==> src/sv/reversible_blend_weight_ramp_macros.svh <==
// assertion macros for the blend weight ramp
// used by the top level; no other dependencies
`ifndef REVERSIBLE_BLEND_WEIGHT_RAMP_MACROS_SVH
`define REVERSIBLE_BLEND_WEIGHT_RAMP_MACROS_SVH

// same-cycle implication under synchronous reset
`define RBWR_ASSERT_IMP(label, clk, rst_n, ante, cons, msg) \
  label: assert property (@(posedge clk) disable iff (!rst_n) (ante) |-> (cons)) \
    else $error(msg);

// next-cycle implication under synchronous reset
`define RBWR_ASSERT_NXT(label, clk, rst_n, ante, cons, msg) \
  label: assert property (@(posedge clk) disable iff (!rst_n) (ante) |=> (cons)) \
    else $error(msg);

`endif

==> src/sv/rbwr_pkg.sv <==
// shared types and constants for the blend weight ramp
// no dependencies
package rbwr_pkg;

  localparam int TIME_BITS_DEF = 16;
  localparam int WEIGHT_FRAC_BITS_DEF = 16;

  localparam int DELTA_W = 16;
  localparam int NEW_DUR_W = 16;
  localparam int IN_TDATA_W = 40;

  typedef enum logic [1:0] {
    MODE_OFF      = 2'd0,
    MODE_RAMP_ON  = 2'd1,
    MODE_ON       = 2'd2,
    MODE_RAMP_OFF = 2'd3
  } mode_t;

  typedef enum logic {
    CMD_TICK = 1'b0,
    CMD_SET  = 1'b1
  } cmd_t;

endpackage

==> src/sv/reversible_blend_weight_ramp.sv <==
// linear crossfade weight with reversible ramps, built on one shared
// shift-subtract divider and a small sequencer; uses rbwr_pkg and the macro header
// a tick item updates the mode, adds the delta, then sets up the weight and divides
// for it where a ramp needs it; a set item with an active ramp first rescales elapsed
// time by multiply and divide; one item at a time: no new item until the result is taken
// reset (rst_n low, synchronous): mode off, elapsed and duration zero, ready
`include "reversible_blend_weight_ramp_macros.svh"

module reversible_blend_weight_ramp #(
  parameter int TIME_BITS        = rbwr_pkg::TIME_BITS_DEF,
  parameter int WEIGHT_FRAC_BITS = rbwr_pkg::WEIGHT_FRAC_BITS_DEF,
  localparam int WW    = WEIGHT_FRAC_BITS + 1,
  localparam int OUT_W = ((WW + 2 + 7) / 8) * 8
) (
  input  logic                            clk,
  input  logic                            rst_n,
  input  logic                            in_tvalid,
  output logic                            in_tready,
  // tick_delta[15:0], target_on[16], new_duration[32:17], zero pad above
  input  logic [rbwr_pkg::IN_TDATA_W-1:0] in_tdata,
  // cmd[0]
  input  logic                            in_tuser,
  output logic                            out_tvalid,
  input  logic                            out_tready,
  // weight[WW-1:0], mode[WW+1:WW], zero pad above
  output logic [OUT_W-1:0]                out_tdata
);

  localparam int TB   = TIME_BITS;
  localparam int SW   = (TB > WEIGHT_FRAC_BITS) ? TB : WEIGHT_FRAC_BITS;
  localparam int CW   = $clog2(SW + 1);
  localparam int DW   = (TB > rbwr_pkg::NEW_DUR_W) ? TB : rbwr_pkg::NEW_DUR_W;
  localparam int SUMW = ((TB > rbwr_pkg::DELTA_W) ? TB : rbwr_pkg::DELTA_W) + 1;
  localparam logic [WW-1:0] W_ONE = WW'(1) << WEIGHT_FRAC_BITS;

  typedef enum logic [8:0] {
    S_IDLE      = 9'b000000001,
    S_TICK_MODE = 9'b000000010,
    S_TICK_ADD  = 9'b000000100,
    S_SET       = 9'b000001000,
    S_MUL       = 9'b000010000,
    S_DIV_SCALE = 9'b000100000,
    S_WGT_SETUP = 9'b001000000,
    S_DIV_WGT   = 9'b010000000,
    S_OUT       = 9'b100000000
  } state_t;

  state_t                state_r, state_nxt;
  rbwr_pkg::mode_t       mode_r, mode_nxt;
  logic [TB-1:0]         elapsed_r, elapsed_nxt;
  logic [TB-1:0]         dur_r, dur_nxt;

  // captured item
  rbwr_pkg::cmd_t        cmd_r;
  logic [rbwr_pkg::DELTA_W-1:0] delta_r;
  logic                  on_r;
  logic [TB-1:0]         new_dur_r;

  // shared divider
  logic [TB:0]           rem_r, rem_nxt;
  logic [SW-1:0]         sh_r, sh_nxt;
  logic [CW-1:0]         cnt_r, cnt_nxt;
  logic [2*TB-1:0]       prod_r;
  logic [WW-1:0]         weight_r, weight_nxt;

  logic                  in_fire;
  logic [DW-1:0]         dur_ext;
  logic [TB:0]           rem_shift;
  logic                  rem_ge;
  logic [TB:0]           rem_step;
  logic [SW-1:0]         sh_step;
  logic [TB-1:0]         mirror;
  logic [SUMW-1:0]       sum;
  logic                  ramping;
  logic [WW-1:0]         quot_w;

  assign in_fire   = in_tvalid && in_tready;
  assign in_tready = (state_r == S_IDLE);
  assign dur_ext   = DW'(in_tdata[32:17]);

  // one restoring division step: dividend bits come out of the top of sh,
  // quotient bits go into its bottom
  assign rem_shift = {rem_r[TB-1:0], sh_r[SW-1]};
  assign rem_ge    = (rem_shift >= {1'b0, dur_r});
  assign rem_step  = rem_ge ? (rem_shift - {1'b0, dur_r}) : rem_shift;
  assign sh_step   = {sh_r[SW-2:0], rem_ge};

  assign mirror  = (elapsed_r > dur_r) ? '0 : (dur_r - elapsed_r);
  assign sum     = SUMW'(elapsed_r) + SUMW'(delta_r);
  assign ramping = (mode_r == rbwr_pkg::MODE_RAMP_ON) || (mode_r == rbwr_pkg::MODE_RAMP_OFF);
  assign quot_w  = WW'(sh_step[WEIGHT_FRAC_BITS-1:0]);

  always_comb begin
    state_nxt   = state_r;
    mode_nxt    = mode_r;
    elapsed_nxt = elapsed_r;
    dur_nxt     = dur_r;
    rem_nxt     = rem_r;
    sh_nxt      = sh_r;
    cnt_nxt     = cnt_r;
    weight_nxt  = weight_r;
    unique case (state_r)
      S_IDLE: begin
        if (in_fire) begin
          state_nxt = (rbwr_pkg::cmd_t'(in_tuser) == rbwr_pkg::CMD_SET) ? S_SET : S_TICK_MODE;
        end
      end
      S_TICK_MODE: begin
        state_nxt = S_TICK_ADD;
        unique case (mode_r)
          rbwr_pkg::MODE_ON: begin
            if (!on_r) begin
              mode_nxt    = rbwr_pkg::MODE_RAMP_OFF;
              elapsed_nxt = '0;
            end
          end
          rbwr_pkg::MODE_OFF: begin
            if (on_r) begin
              mode_nxt    = rbwr_pkg::MODE_RAMP_ON;
              elapsed_nxt = '0;
            end
          end
          rbwr_pkg::MODE_RAMP_ON: begin
            if (!on_r) begin
              mode_nxt    = rbwr_pkg::MODE_RAMP_OFF;
              elapsed_nxt = mirror;
            end
          end
          rbwr_pkg::MODE_RAMP_OFF: begin
            if (on_r) begin
              mode_nxt    = rbwr_pkg::MODE_RAMP_ON;
              elapsed_nxt = mirror;
            end
          end
          default: begin
            mode_nxt = rbwr_pkg::MODE_OFF;
          end
        endcase
      end
      S_TICK_ADD: begin
        state_nxt = S_WGT_SETUP;
        if (ramping) begin
          if (sum >= SUMW'(dur_r)) begin
            elapsed_nxt = '0;
            mode_nxt    = (mode_r == rbwr_pkg::MODE_RAMP_ON) ? rbwr_pkg::MODE_ON
                                                            : rbwr_pkg::MODE_OFF;
          end else begin
            elapsed_nxt = sum[TB-1:0];
          end
        end
      end
      S_SET: begin
        priority if (new_dur_r == '0) begin
          if (mode_r == rbwr_pkg::MODE_RAMP_ON) begin
            mode_nxt = rbwr_pkg::MODE_ON;
          end else if (mode_r == rbwr_pkg::MODE_RAMP_OFF) begin
            mode_nxt = rbwr_pkg::MODE_OFF;
          end
          dur_nxt   = new_dur_r;
          state_nxt = S_WGT_SETUP;
        end else if (ramping && (dur_r == '0 || elapsed_r > dur_r)) begin
          elapsed_nxt = '0;
          dur_nxt     = new_dur_r;
          state_nxt   = S_WGT_SETUP;
        end else if (ramping) begin
          state_nxt = S_MUL;
        end else begin
          dur_nxt   = new_dur_r;
          state_nxt = S_WGT_SETUP;
        end
      end
      S_MUL: begin
        // product registered; high half is below the old duration
        rem_nxt   = {1'b0, prod_r[2*TB-1:TB]};
        sh_nxt    = SW'(prod_r[TB-1:0]) << (SW - TB);
        cnt_nxt   = CW'(TB);
        state_nxt = S_DIV_SCALE;
      end
      S_DIV_SCALE: begin
        rem_nxt = rem_step;
        sh_nxt  = sh_step;
        cnt_nxt = cnt_r - CW'(1);
        if (cnt_r == CW'(1)) begin
          elapsed_nxt = sh_step[TB-1:0];
          dur_nxt     = new_dur_r;
          state_nxt   = S_WGT_SETUP;
        end
      end
      S_WGT_SETUP: begin
        state_nxt = S_OUT;
        unique case (mode_r)
          rbwr_pkg::MODE_OFF: weight_nxt = '0;
          rbwr_pkg::MODE_ON:  weight_nxt = W_ONE;
          rbwr_pkg::MODE_RAMP_ON, rbwr_pkg::MODE_RAMP_OFF: begin
            priority if (dur_r == '0 || elapsed_r > dur_r) begin
              weight_nxt = (mode_r == rbwr_pkg::MODE_RAMP_OFF) ? W_ONE : '0;
            end else if (elapsed_r == dur_r) begin
              weight_nxt = (mode_r == rbwr_pkg::MODE_RAMP_OFF) ? '0 : W_ONE;
            end else begin
              rem_nxt   = {1'b0, elapsed_r};
              sh_nxt    = '0;
              cnt_nxt   = CW'(WEIGHT_FRAC_BITS);
              state_nxt = S_DIV_WGT;
            end
          end
          default: weight_nxt = '0;
        endcase
      end
      S_DIV_WGT: begin
        rem_nxt = rem_step;
        sh_nxt  = sh_step;
        cnt_nxt = cnt_r - CW'(1);
        if (cnt_r == CW'(1)) begin
          weight_nxt = (mode_r == rbwr_pkg::MODE_RAMP_OFF) ? (W_ONE - quot_w) : quot_w;
          state_nxt  = S_OUT;
        end
      end
      S_OUT: begin
        if (out_tready) begin
          state_nxt = S_IDLE;
        end
      end
      default: begin
        state_nxt = S_IDLE;
      end
    endcase
  end

  always_ff @(posedge clk) begin
    if (!rst_n) begin
      state_r   <= S_IDLE;
      mode_r    <= rbwr_pkg::MODE_OFF;
      elapsed_r <= '0;
      dur_r     <= '0;
      cnt_r     <= '0;
    end else begin
      state_r   <= state_nxt;
      mode_r    <= mode_nxt;
      elapsed_r <= elapsed_nxt;
      dur_r     <= dur_nxt;
      cnt_r     <= cnt_nxt;
    end
  end

  always_ff @(posedge clk) begin
    if (in_fire) begin
      cmd_r     <= rbwr_pkg::cmd_t'(in_tuser);
      delta_r   <= in_tdata[15:0];
      on_r      <= in_tdata[16];
      new_dur_r <= dur_ext[TB-1:0];
    end
    rem_r    <= rem_nxt;
    sh_r     <= sh_nxt;
    weight_r <= weight_nxt;
    prod_r   <= (2*TB)'(elapsed_r) * (2*TB)'(new_dur_r);
  end

  assign out_tvalid = (state_r == S_OUT);
  assign out_tdata  = OUT_W'({mode_r, weight_r});

  `RBWR_ASSERT_IMP(a_ready_xor_valid, clk, rst_n, out_tvalid, !in_tready, "ready while result pending")
  `RBWR_ASSERT_NXT(a_busy_after_accept, clk, rst_n, in_fire, !in_tready && !out_tvalid, "not busy after accept")
  `RBWR_ASSERT_IMP(a_weight_range, clk, rst_n, out_tvalid, weight_r <= W_ONE, "weight above one")
  `RBWR_ASSERT_IMP(a_off_weight, clk, rst_n, out_tvalid && mode_r == rbwr_pkg::MODE_OFF && cmd_r == rbwr_pkg::CMD_TICK, weight_r == '0, "off mode with nonzero weight")

endmodule

==> config.mk <==
export PLATFORM = sky130hd
export DESIGN_NAME = reversible_blend_weight_ramp
export DESIGN_NICKNAME = d
export VERILOG_FILES = /design/src/sv/rbwr_pkg.sv /design/src/sv/reversible_blend_weight_ramp.sv
export VERILOG_INCLUDE_DIRS = /design/src /design/src/sv
export SDC_FILE = /design/constraint.sdc
export NUM_CORES = 1
export LEC_CHECK = 0
export BUFFER_PORTS_ARGS = -buffer_cell sky130_fd_sc_hd__buf_2
export CAP_MARGIN = 20
export CORE_ASPECT_RATIO = 1.2
export CORE_MARGIN = 8
export CORE_UTILIZATION = 35
export DETAILED_ROUTE_END_ITERATION = 6
export GPL_TIMING_DRIVEN = 0
export PLACE_DENSITY_LB_ADDON = 0.1
export REMOVE_ABC_BUFFERS = 1
export SLEW_MARGIN = 10
export SYNTH_ARGS = -nofsm -noshare
export SYNTH_HDL_FRONTEND = slang
export SYNTH_SLANG_ARGS = --single-unit
==> constraint.sdc <==
create_clock -name clk -period 5.8 [get_ports clk]
set_clock_uncertainty 0.1 [all_clocks]
set_input_delay 0.29 -clock clk [delete_from_list [all_inputs] [get_ports clk]]
set_output_delay 0.29 -clock clk [all_outputs]
set_load 0.005 [all_outputs]
Word level (Yosys, flattened, before mapping)

Index checks and enable logic that the tools add are counted.
W data, S select, Z words.

Bits of input ports: 45
Logic and storage cells: 138
Register bits: 162

Eq/ne operators: 35
Magnitude comparators: 3
Add/subtract/negate cells: 5
Mux-type cells: 60
$mul: 1
Reductions and logical operators: 22

Operators with widths:

| operator                 | count |
|---|---|
| $mux W16                 | 21 |
| $pmux W16 S4             | 2 |
| $mux W17                 | 6 |
| $pmux W16 S3             | 2 |
| $pmux W9 S9              | 1 |
| $mux W9                  | 7 |
| $pmux W17 S3             | 1 |
| $ge A17 B16 Y1           | 2 |
| $pmux W17 S2             | 1 |
| $logic_not A16 Y1        | 2 |
| $mul A16 B16 Y32         | 1 |
| $pmux W16 S2             | 1 |
| $sub A16 B16 Y16         | 2 |
| $mux W7                  | 3 |
| $ne A3 B3 Y1 const B     | 7 |
| $ne A2 B2 Y1 const B     | 10 |
| $add A16 B16 Y17         | 1 |
| $sub A17 B16 Y17 const A | 1 |
| $eq A16 B16 Y1           | 1 |
| $gt A16 B16 Y1           | 1 |
| $mux W2                  | 8 |
| $mux W5                  | 3 |
| $pmux W5 S3              | 1 |
| $eq A9 B1 Y1 const B     | 1 |
| other kinds (28)         | 40 |

Logic depth before layout (Yosys ltp)

Gate-level depths: netlist of the first run.

Depth after elaboration: 6
Depth in mapped cells: 24

Worst setup path before layout of the first run

No wires, ideal clock.

Path type: register -> register
From: register elapsed_r[10]
To: register prod_r[30]
Period minus slack after synthesis: 5952 ps
Cell stages (with the launch flop): 23
Library setup time: 124 ps
Arrival time: 5728 ps
Buffers on the path: 3
Slack: -152 ps
Cells stage by stage: dfxtp_1 clkbuf_1 clkbuf_1 nand2_1 fa_1 fa_1 fa_1 inv_1 fa_1 fa_1 inv_1 fa_1 inv_1 ha_1 clkbuf_1 a21o_1 a21oi_1 a21oi_1 o211a_1 o2111ai_1 a21oi_1 o211ai_1 nand3_1

Longest elaborated chain between the ends: 1

RTL lines:

| what                   | line                                | RTL |
|---|---|---|
| start, declared        | reversible_blend_weight_ramp.sv:50  | `logic [TB-1:0] elapsed_r, elapsed_nxt;` |
| start signal, assigned | reversible_blend_weight_ramp.sv:239 | `elapsed_r <= elapsed_nxt;` |
| $mul A16 B16 Y32       | reversible_blend_weight_ramp.sv:255 | `prod_r <= (2*TB)'(elapsed_r) * (2*TB)'(new_dur_r);` |
| end signal, assigned   | reversible_blend_weight_ramp.sv:255 |  |
| end, declared          | reversible_blend_weight_ramp.sv:63  | `logic [2*TB-1:0] prod_r;` |

Every way passes these cells.
A chain may end at the register's enable or synchronous reset.

Worst setup path after layout of the first run

From: register new_dur_r[12]
To: register prod_r[31]

Longest elaborated chain between the ends: 1

RTL lines:

| what                   | line                                | RTL |
|---|---|---|
| start, declared        | reversible_blend_weight_ramp.sv:57  | `logic [TB-1:0] new_dur_r;` |
| start signal, assigned | reversible_blend_weight_ramp.sv:250 | `new_dur_r <= dur_ext[TB-1:0];` |
| $mul A16 B16 Y32       | reversible_blend_weight_ramp.sv:255 |  |

Every way passes these cells.

==> results.toml, run 1 <==
[synthesis]
avgSynthCellArea_sq_um = 9.03
ys_seq_elements = 162
synthesis.instances = 1986
synth_sequential_area_ratio_pct = 22.7
synth_ff_type = "sky130_fd_sc_hd__edfxtp_1"
syn-cell-area_sq_um = 17900
synth_async_sr_flop_share_pct = 0
yosys_warnings = 0
netlist-cell-type-count = 80
synth-edff-count = 82

[place]
dpl_worst_slack_ps = -1060
hpwl_mm = 39.7
routabilityCongestion = 0.871
placedInstanceArea_sq_um = 18800
portBuffers = 58
placed_cells = 2611

[clocking]
root_buffer = "sky130_fd_sc_hd__clkbuf_16"
tritoncts = "yes"
cts-root-to-sink-buffers = 2
clk_transition_reported_paths_ps = 70
clk-insertion-delay-late_ps = 490
clkSinkCount = 162
ctsHtreeMaxLevel = 4
tritoncts.num_buffers = 17

[timing]
worst_slew_margin_rel_pct = 30.4
hold_slack_ps = 35.6
number_of_max_slew_violations_in_the_final_report = 0
worst-slew-pin-transition_ps = 1040
final-hold-violation-count = 0
setup-tns-final_ps = -108
setup_slack_ps = -73.2
final.min_clock_period_ps = 5870
rsz0062_at_grt = "true"
max_clock_freq_mhz = 170
final-setup-viol-count = 3
period_share_pct = 101

[route]
via_per_inst = 5.17
firstDrtPassIters = 6
wl_mm = 53.9
number_of_design_rule_violations_left_after_detail_routing = 0
wl_per_cell_um = 19.6
vias = 14236
detail_route_antenna_nets = 0
drt_first_iter_violations = 668

[layout]
synthToLayoutAreaGrowth_pct = 15.7
final_nets = 2505
multi_input_area_sq_um = 12700
n_antenna_cell = 0
drive_gt1_share_pct = 12.9
fillers = 5101
stdcell_count = 2752
seqCellArea_sq_um = 4120
layout.cell_area.non_filler_sq_um = 20700
finalCoreUtilization_pct = 40.7

[run_status]
outcome = "complete, but fails checks"
failing_checks = "negative setup slack"

[power_and_ir_drop]
p_switching_mw = 1.86
seq_power_share_pct = 31.2
power.share.combinational_pct = 45.1
worst_ir_drop_vdd_mv = 0.196
power-per-cell-area_nw_per_um2 = 227
p_leak_nw = 9.43
switching_share_pct = 39.6
clock_power_share_pct = 23.7
internal-power_mw = 2.84
power_mw = 4.70

[flow_run]
drv_cap = 0

[grt]
grt_start_max_net_pins = 36
grt_usage_pct = 18.8
via_count_of_the_first_global_routing_pass = 15164
grt-ovfl-total = 0
antenna_found_initial = 1
grt_pass1_wl_mm = 85.7

[setup_path]
end_kind = "flip-flop"
critical_path_peak_fanout = 6
critPathArrivalTime_ps = 6140
timing_worst_setup_path_type = "reg -> reg"
crit_required_ps = 6070
timing.critical_path.from_type = "flip-flop"

[floorplanning]
die-area_sq_um = 58800
boundaryPins = 71
die_h_um = 264
coreArea_sq_um = 51000
starting_density_of_the_core_pct = 35.1
rows = 91
fp.dieW_um = 223

[hold_path]
worstHoldPathType = "in -> reg"
## critical path, stage by stage, from the launching register on
cell	delay, ps
sky130_fd_sc_hd__edfxtp_1	520
sky130_fd_sc_hd__buf_4	190
sky130_fd_sc_hd__nand2_1	70
sky130_fd_sc_hd__fa_1	540
sky130_fd_sc_hd__inv_1	60
sky130_fd_sc_hd__fa_1	480
sky130_fd_sc_hd__fa_1	540
sky130_fd_sc_hd__fa_1	550
sky130_fd_sc_hd__inv_1	60
sky130_fd_sc_hd__fa_1	530
sky130_fd_sc_hd__inv_1	40
sky130_fd_sc_hd__ha_1	330
sky130_fd_sc_hd__ha_4	330
sky130_fd_sc_hd__and4_4	250
sky130_fd_sc_hd__o2111a_1	190
sky130_fd_sc_hd__nand3_2	130
sky130_fd_sc_hd__a21oi_2	210
sky130_fd_sc_hd__o211a_1	200
sky130_fd_sc_hd__o221a_4	200
sky130_fd_sc_hd__mux2i_1	180
sky130_fd_sc_hd__nor2_1	60
## logic make-up after synthesis
| logic type | count (synthesis) | synth area share [%] |
|---|---|---|
| compound gates | 324 | 12.1 |
| xor+xnor | 74 | 3.62 |
| fa+ha+maj | 372 | 34.2 |
| buf+inv | 400 | 8.59 |
| flops | 162 | 22.7 |
| mux | 31 | 1.75 |
| other cells | 1 | 0.0209 |
| simple gates | 622 | 17.0 |
## cell type report
type	instances	area share [%]
clock buffer	18	2.17
timing repair buffer	174	6.90
clock inverter	14	0.495
sequential	162	19.9
tap	651	3.93
multi-input combinational	1428	61.1
inverter	305	5.53
## layer usage
metal	GRT usage [%]	routed length, um
met1	23.1	23700
met2	33.0	26700
met3	2.85	1680
met4	7.05	1690
met5	0	13
## path summary, 6_finish.rpt
check                      from         end  slack [ps]  cells past startpoint
setup / recovery  new_dur_r[12]  prod_r[31]         -70                     20
hold / removal        in_tvalid  state_r[0]          40                      4
setup reg to reg  new_dur_r[12]  prod_r[31]         -70                     20
hold reg to reg        cnt_r[4]    cnt_r[4]         390                      2
## repair_timing
action | 4_1_cts | 5_1_grt
hold endpoints to repair | 36 | 0
hold buffers | 35 | 0
cloned | 0 | 0
setup endpoints to repair | 29 | 20
pin swaps | 21 | 32
setup buffers | 64 | 7
resized for setup | 87 | 31
## Yosys cell counts, types with 14 or more instances
library cell	instances	area, sq um
sky130_fd_sc_hd__inv_1	304	1140
sky130_fd_sc_hd__nand2_1	225	845
sky130_fd_sc_hd__fa_1	197	3940
sky130_fd_sc_hd__ha_1	175	2190
sky130_fd_sc_hd__and2_1	118	738
sky130_fd_sc_hd__nor2_1	107	402
sky130_fd_sc_hd__edfxtp_1	82	2460
sky130_fd_sc_hd__clkbuf_1	81	304
sky130_fd_sc_hd__dfxtp_1	80	1600
sky130_fd_sc_hd__o21ai_0	76	380
sky130_fd_sc_hd__a21oi_1	66	330
sky130_fd_sc_hd__nand3_1	44	220
sky130_fd_sc_hd__xnor2_1	40	350
sky130_fd_sc_hd__xor2_1	34	298
sky130_fd_sc_hd__mux2i_1	28	280
sky130_fd_sc_hd__a211oi_1	23	173
sky130_fd_sc_hd__nor3_1	21	105
sky130_fd_sc_hd__a21o_1	19	143
sky130_fd_sc_hd__nor4_1	17	106
sky130_fd_sc_hd__nand2b_1	15	93.8
sky130_fd_sc_hd__a31oi_1	14	87.6
sky130_fd_sc_hd__nand4_1	14	87.6
## layout by cell type, fill, tap and decap left out, types with 11 or more instances in the layout
cell and count:
sky130_fd_sc_hd__a211oi_1 20, sky130_fd_sc_hd__dfxtp_4 16, sky130_fd_sc_hd__nor2b_1 13, sky130_fd_sc_hd__nand2b_1 15
sky130_fd_sc_hd__buf_6 11, sky130_fd_sc_hd__and2_1 111, sky130_fd_sc_hd__o211ai_1 11, sky130_fd_sc_hd__clkbuf_16 18
sky130_fd_sc_hd__fa_1 196, sky130_fd_sc_hd__nand4_1 14, sky130_fd_sc_hd__a21oi_1 57, sky130_fd_sc_hd__mux2i_1 28
sky130_fd_sc_hd__dfxtp_1 64, sky130_fd_sc_hd__nand3_1 41, sky130_fd_sc_hd__xor2_1 34, sky130_fd_sc_hd__xnor2_1 40
sky130_fd_sc_hd__o31ai_1 12, sky130_fd_sc_hd__edfxtp_1 82, sky130_fd_sc_hd__inv_1 297, sky130_fd_sc_hd__nand2_1 225
sky130_fd_sc_hd__buf_4 59, sky130_fd_sc_hd__nor3_1 20, sky130_fd_sc_hd__nor2_1 104, sky130_fd_sc_hd__a22oi_1 13
sky130_fd_sc_hd__dlygate4sd3_1 35, sky130_fd_sc_hd__a21o_1 19, sky130_fd_sc_hd__a31oi_1 14, sky130_fd_sc_hd__ha_4 12
sky130_fd_sc_hd__nor4_1 16, sky130_fd_sc_hd__o21ai_1 11, sky130_fd_sc_hd__buf_2 58, sky130_fd_sc_hd__ha_1 160
sky130_fd_sc_hd__o21ai_0 66
## registers in the layout, indices dropped and copies added (netlist names)
name and cells:
prod_r 32, weight_r 17, delta_r 16, dur_r 16
elapsed_r 16, new_dur_r 16, rem_r 16, sh_r 16
state_r 9, cnt_r 5, mode_r 2, on_r 1
## power by group through the flow
stage	logic (mW)	registers, mW	clock network [mW]
after floorplan	1.30	1.46	0
after global placement	1.70	1.59	0
after detailed placement	1.74	1.58	0
after CTS	2.11	1.47	1.15
after global routing	2.40	1.48	1.19
final	2.12	1.46	1.11
(Power assumes the default switching activity.)
==> inputs of run 2 (changes only) <==
CTS_BUF_LIST = sky130_fd_sc_hd__clkbuf_8   (was not set)
PLACE_DENSITY_LB_ADDON = not set   (was 0.1)
==> run 2 against run 1 <==
The run still ends with negative setup slack left. Sequential power hardly changed. Die area stayed put. Clock-buffer cell count decreased by 1. Global-route usage down 1.1 points. Utilization hardly changed. Flip-flop and latch count is the same.
==> results.toml, run 2 (synthesized netlist as in run 1, its figures left out) <==
[place]
placedInstanceArea_sq_um = 18800
hpwl_mm = 37.5
placed_cells = 2611
portBuffers = 58
routabilityCongestion = 0.928
dpl_worst_slack_ps = -1040

[power_and_ir_drop]
power-per-cell-area_nw_per_um2 = 215
power_mw = 4.46
p_leak_nw = 9.47
worst_ir_drop_vdd_mv = 0.141

[floorplanning]
die_h_um = 264
starting_density_of_the_core_pct = 35.1
rows = 91
die-area_sq_um = 58800
coreArea_sq_um = 51000
fp.dieW_um = 223
boundaryPins = 71

[clocking]
clk-insertion-delay-late_ps = 510
cts-root-to-sink-buffers = 2
ctsHtreeMaxLevel = 4
root_buffer = "sky130_fd_sc_hd__clkbuf_8"
clkSinkCount = 162
clk_transition_reported_paths_ps = 100
tritoncts = "yes"
tritoncts.num_buffers = 17

[setup_path]
critPathArrivalTime_ps = 6140
timing.critical_path.from_type = "flip-flop"
critical_path_peak_fanout = 6
crit_buf_inv = 3
crit_family = "adder cells"
crit_path_cell_trace = "buf_6 -> and2_1 -> fa_1 -> fa_1 -> fa_1 -> fa_1 -> fa_1 -> inv_1 -> fa_1 -> inv_1 -> ha_4 -> and4_4 -> o2111a_1 -> nand3_4 -> a21oi_4 -> o211a_1 -> o221a_4 -> mux2i_1 -> nor2_1"
r2r_slack_ps = -60
critPathMaxStageDelay_ps = 550
crit_required_ps = 6090
critPathSlowestCell = "sky130_fd_sc_hd__edfxtp_1"
timing_worst_setup_path_type = "reg -> reg"
end_kind = "flip-flop"
critical-path-top-cell-by-count = "sky130_fd_sc_hd__fa_1"

[route]
detail_route_antenna_nets = 0
wl_per_cell_um = 18.7
vias = 14580
firstDrtPassIters = 5
wl_mm = 51.7
number_of_design_rule_violations_left_after_detail_routing = 0
via_per_inst = 5.26
drt_first_iter_violations = 973

[layout]
largest_register_ff_count = 32
final_nets = 2524
fillers = 4973
top_register_by_number_of_flip_flops = "prod_r"
most_common_library_cell_in_the_layout_ignoring_fill_and_taps = "sky130_fd_sc_hd__inv_1"
stdcell_count = 2772
biggestRegsByFlops = "prod_r (32), weight_r (17)"
synthToLayoutAreaGrowth_pct = 15.7
finalCoreUtilization_pct = 40.7
final_cell_mix = "sky130_fd_sc_hd__inv_1 (306), sky130_fd_sc_hd__nand2_1 (223), sky130_fd_sc_hd__fa_1 (193)"
drive_gt1_share_pct = 13.2
layout.cell_area.non_filler_sq_um = 20700

[timing]
final.min_clock_period_ps = 5860
max_clock_freq_mhz = 171
hold_slack_ps = 370
setup-tns-final_ps = -159
final-setup-viol-count = 4
final-hold-violation-count = 0
rsz0062_at_grt = "true"
number_of_max_slew_violations_in_the_final_report = 0
worst-slew-pin-transition_ps = 1070
setup_slack_ps = -59.1
period_share_pct = 101
worst_slew_margin_rel_pct = 28.6

[flow_run]
drv_cap = 0

[hold_path]
worstHoldPathType = "in -> reg"

[run_status]
outcome = "complete, but fails checks"
failing_checks = "negative setup slack"

[grt]
via_count_of_the_first_global_routing_pass = 15413
grt-ovfl-total = 0
grt_usage_pct = 17.7
grt_start_max_net_pins = 36
antenna_found_initial = 3
grt_pass1_wl_mm = 82.4
## run 2: cell count changes in the layout (fill, tap and decap cells not counted), moves of 3 or more
cell,previous run,this run
sky130_fd_sc_hd__clkbuf_16,18,0
sky130_fd_sc_hd__clkbuf_8,0,17
sky130_fd_sc_hd__buf_4,59,70
sky130_fd_sc_hd__inv_1,297,306
sky130_fd_sc_hd__clkinv_2,7,0
sky130_fd_sc_hd__buf_6,11,17
sky130_fd_sc_hd__inv_6,4,0
sky130_fd_sc_hd__fa_1,196,193
sky130_fd_sc_hd__fa_2,1,4
## run 2: worst paths after layout
| path | start | endpoint | cells after the start |
|---|---|---|---|
| max reg2reg | new_dur_r[13] | prod_r[31] | 19 |
| max | new_dur_r[13] | prod_r[31] | 19 |
| min | in_tuser | state_r[1] | 3 |
| min reg2reg | cnt_r[4] | cnt_r[4] | 2 |
## run 2: power by group
part	switching, mW	internal [mW]	total [mW]
clock network	0.459	0.372	0.831
logic	1.22	0.949	2.17
registers	0.117	1.34	1.46
## run 2: layer usage
layer	track usage, %	vias up	part of all wire [%]
met5	0	-	0
met4	9.33	0	4.7
met3	2.24	114	5.1
met2	31.7	408	50
met1	20.5	7238	40
li1	-	6820	-
## run 2: repair_timing
action,4_1_cts,5_1_grt
hold buffers,37,0
pin swaps,26,33
setup buffers,71,18
gates cloned,0,0
setup endpoints to repair,23,10
hold endpoints to repair,37,0
resized for setup,82,45
## run 2: cell type report
type	count	area (sq um)	share of cell area, %
Antenna cell	1	2.50	0.0121
Clock buffer	17	234	1.13
Clock inverter	15	131	0.633
Inverter	305	1140	5.52
Multi-Input combinational cell	1428	12700	61.2
Sequential cell	162	4120	19.9
Tap cell	651	815	3.93
Timing Repair Buffer	193	1610	7.75
## run 2: worst min-delay path: stages
cell and delay (ps):
sky130_fd_sc_hd__dlygate4sd3_1 520, sky130_fd_sc_hd__buf_2 100, sky130_fd_sc_hd__nor2_1 30
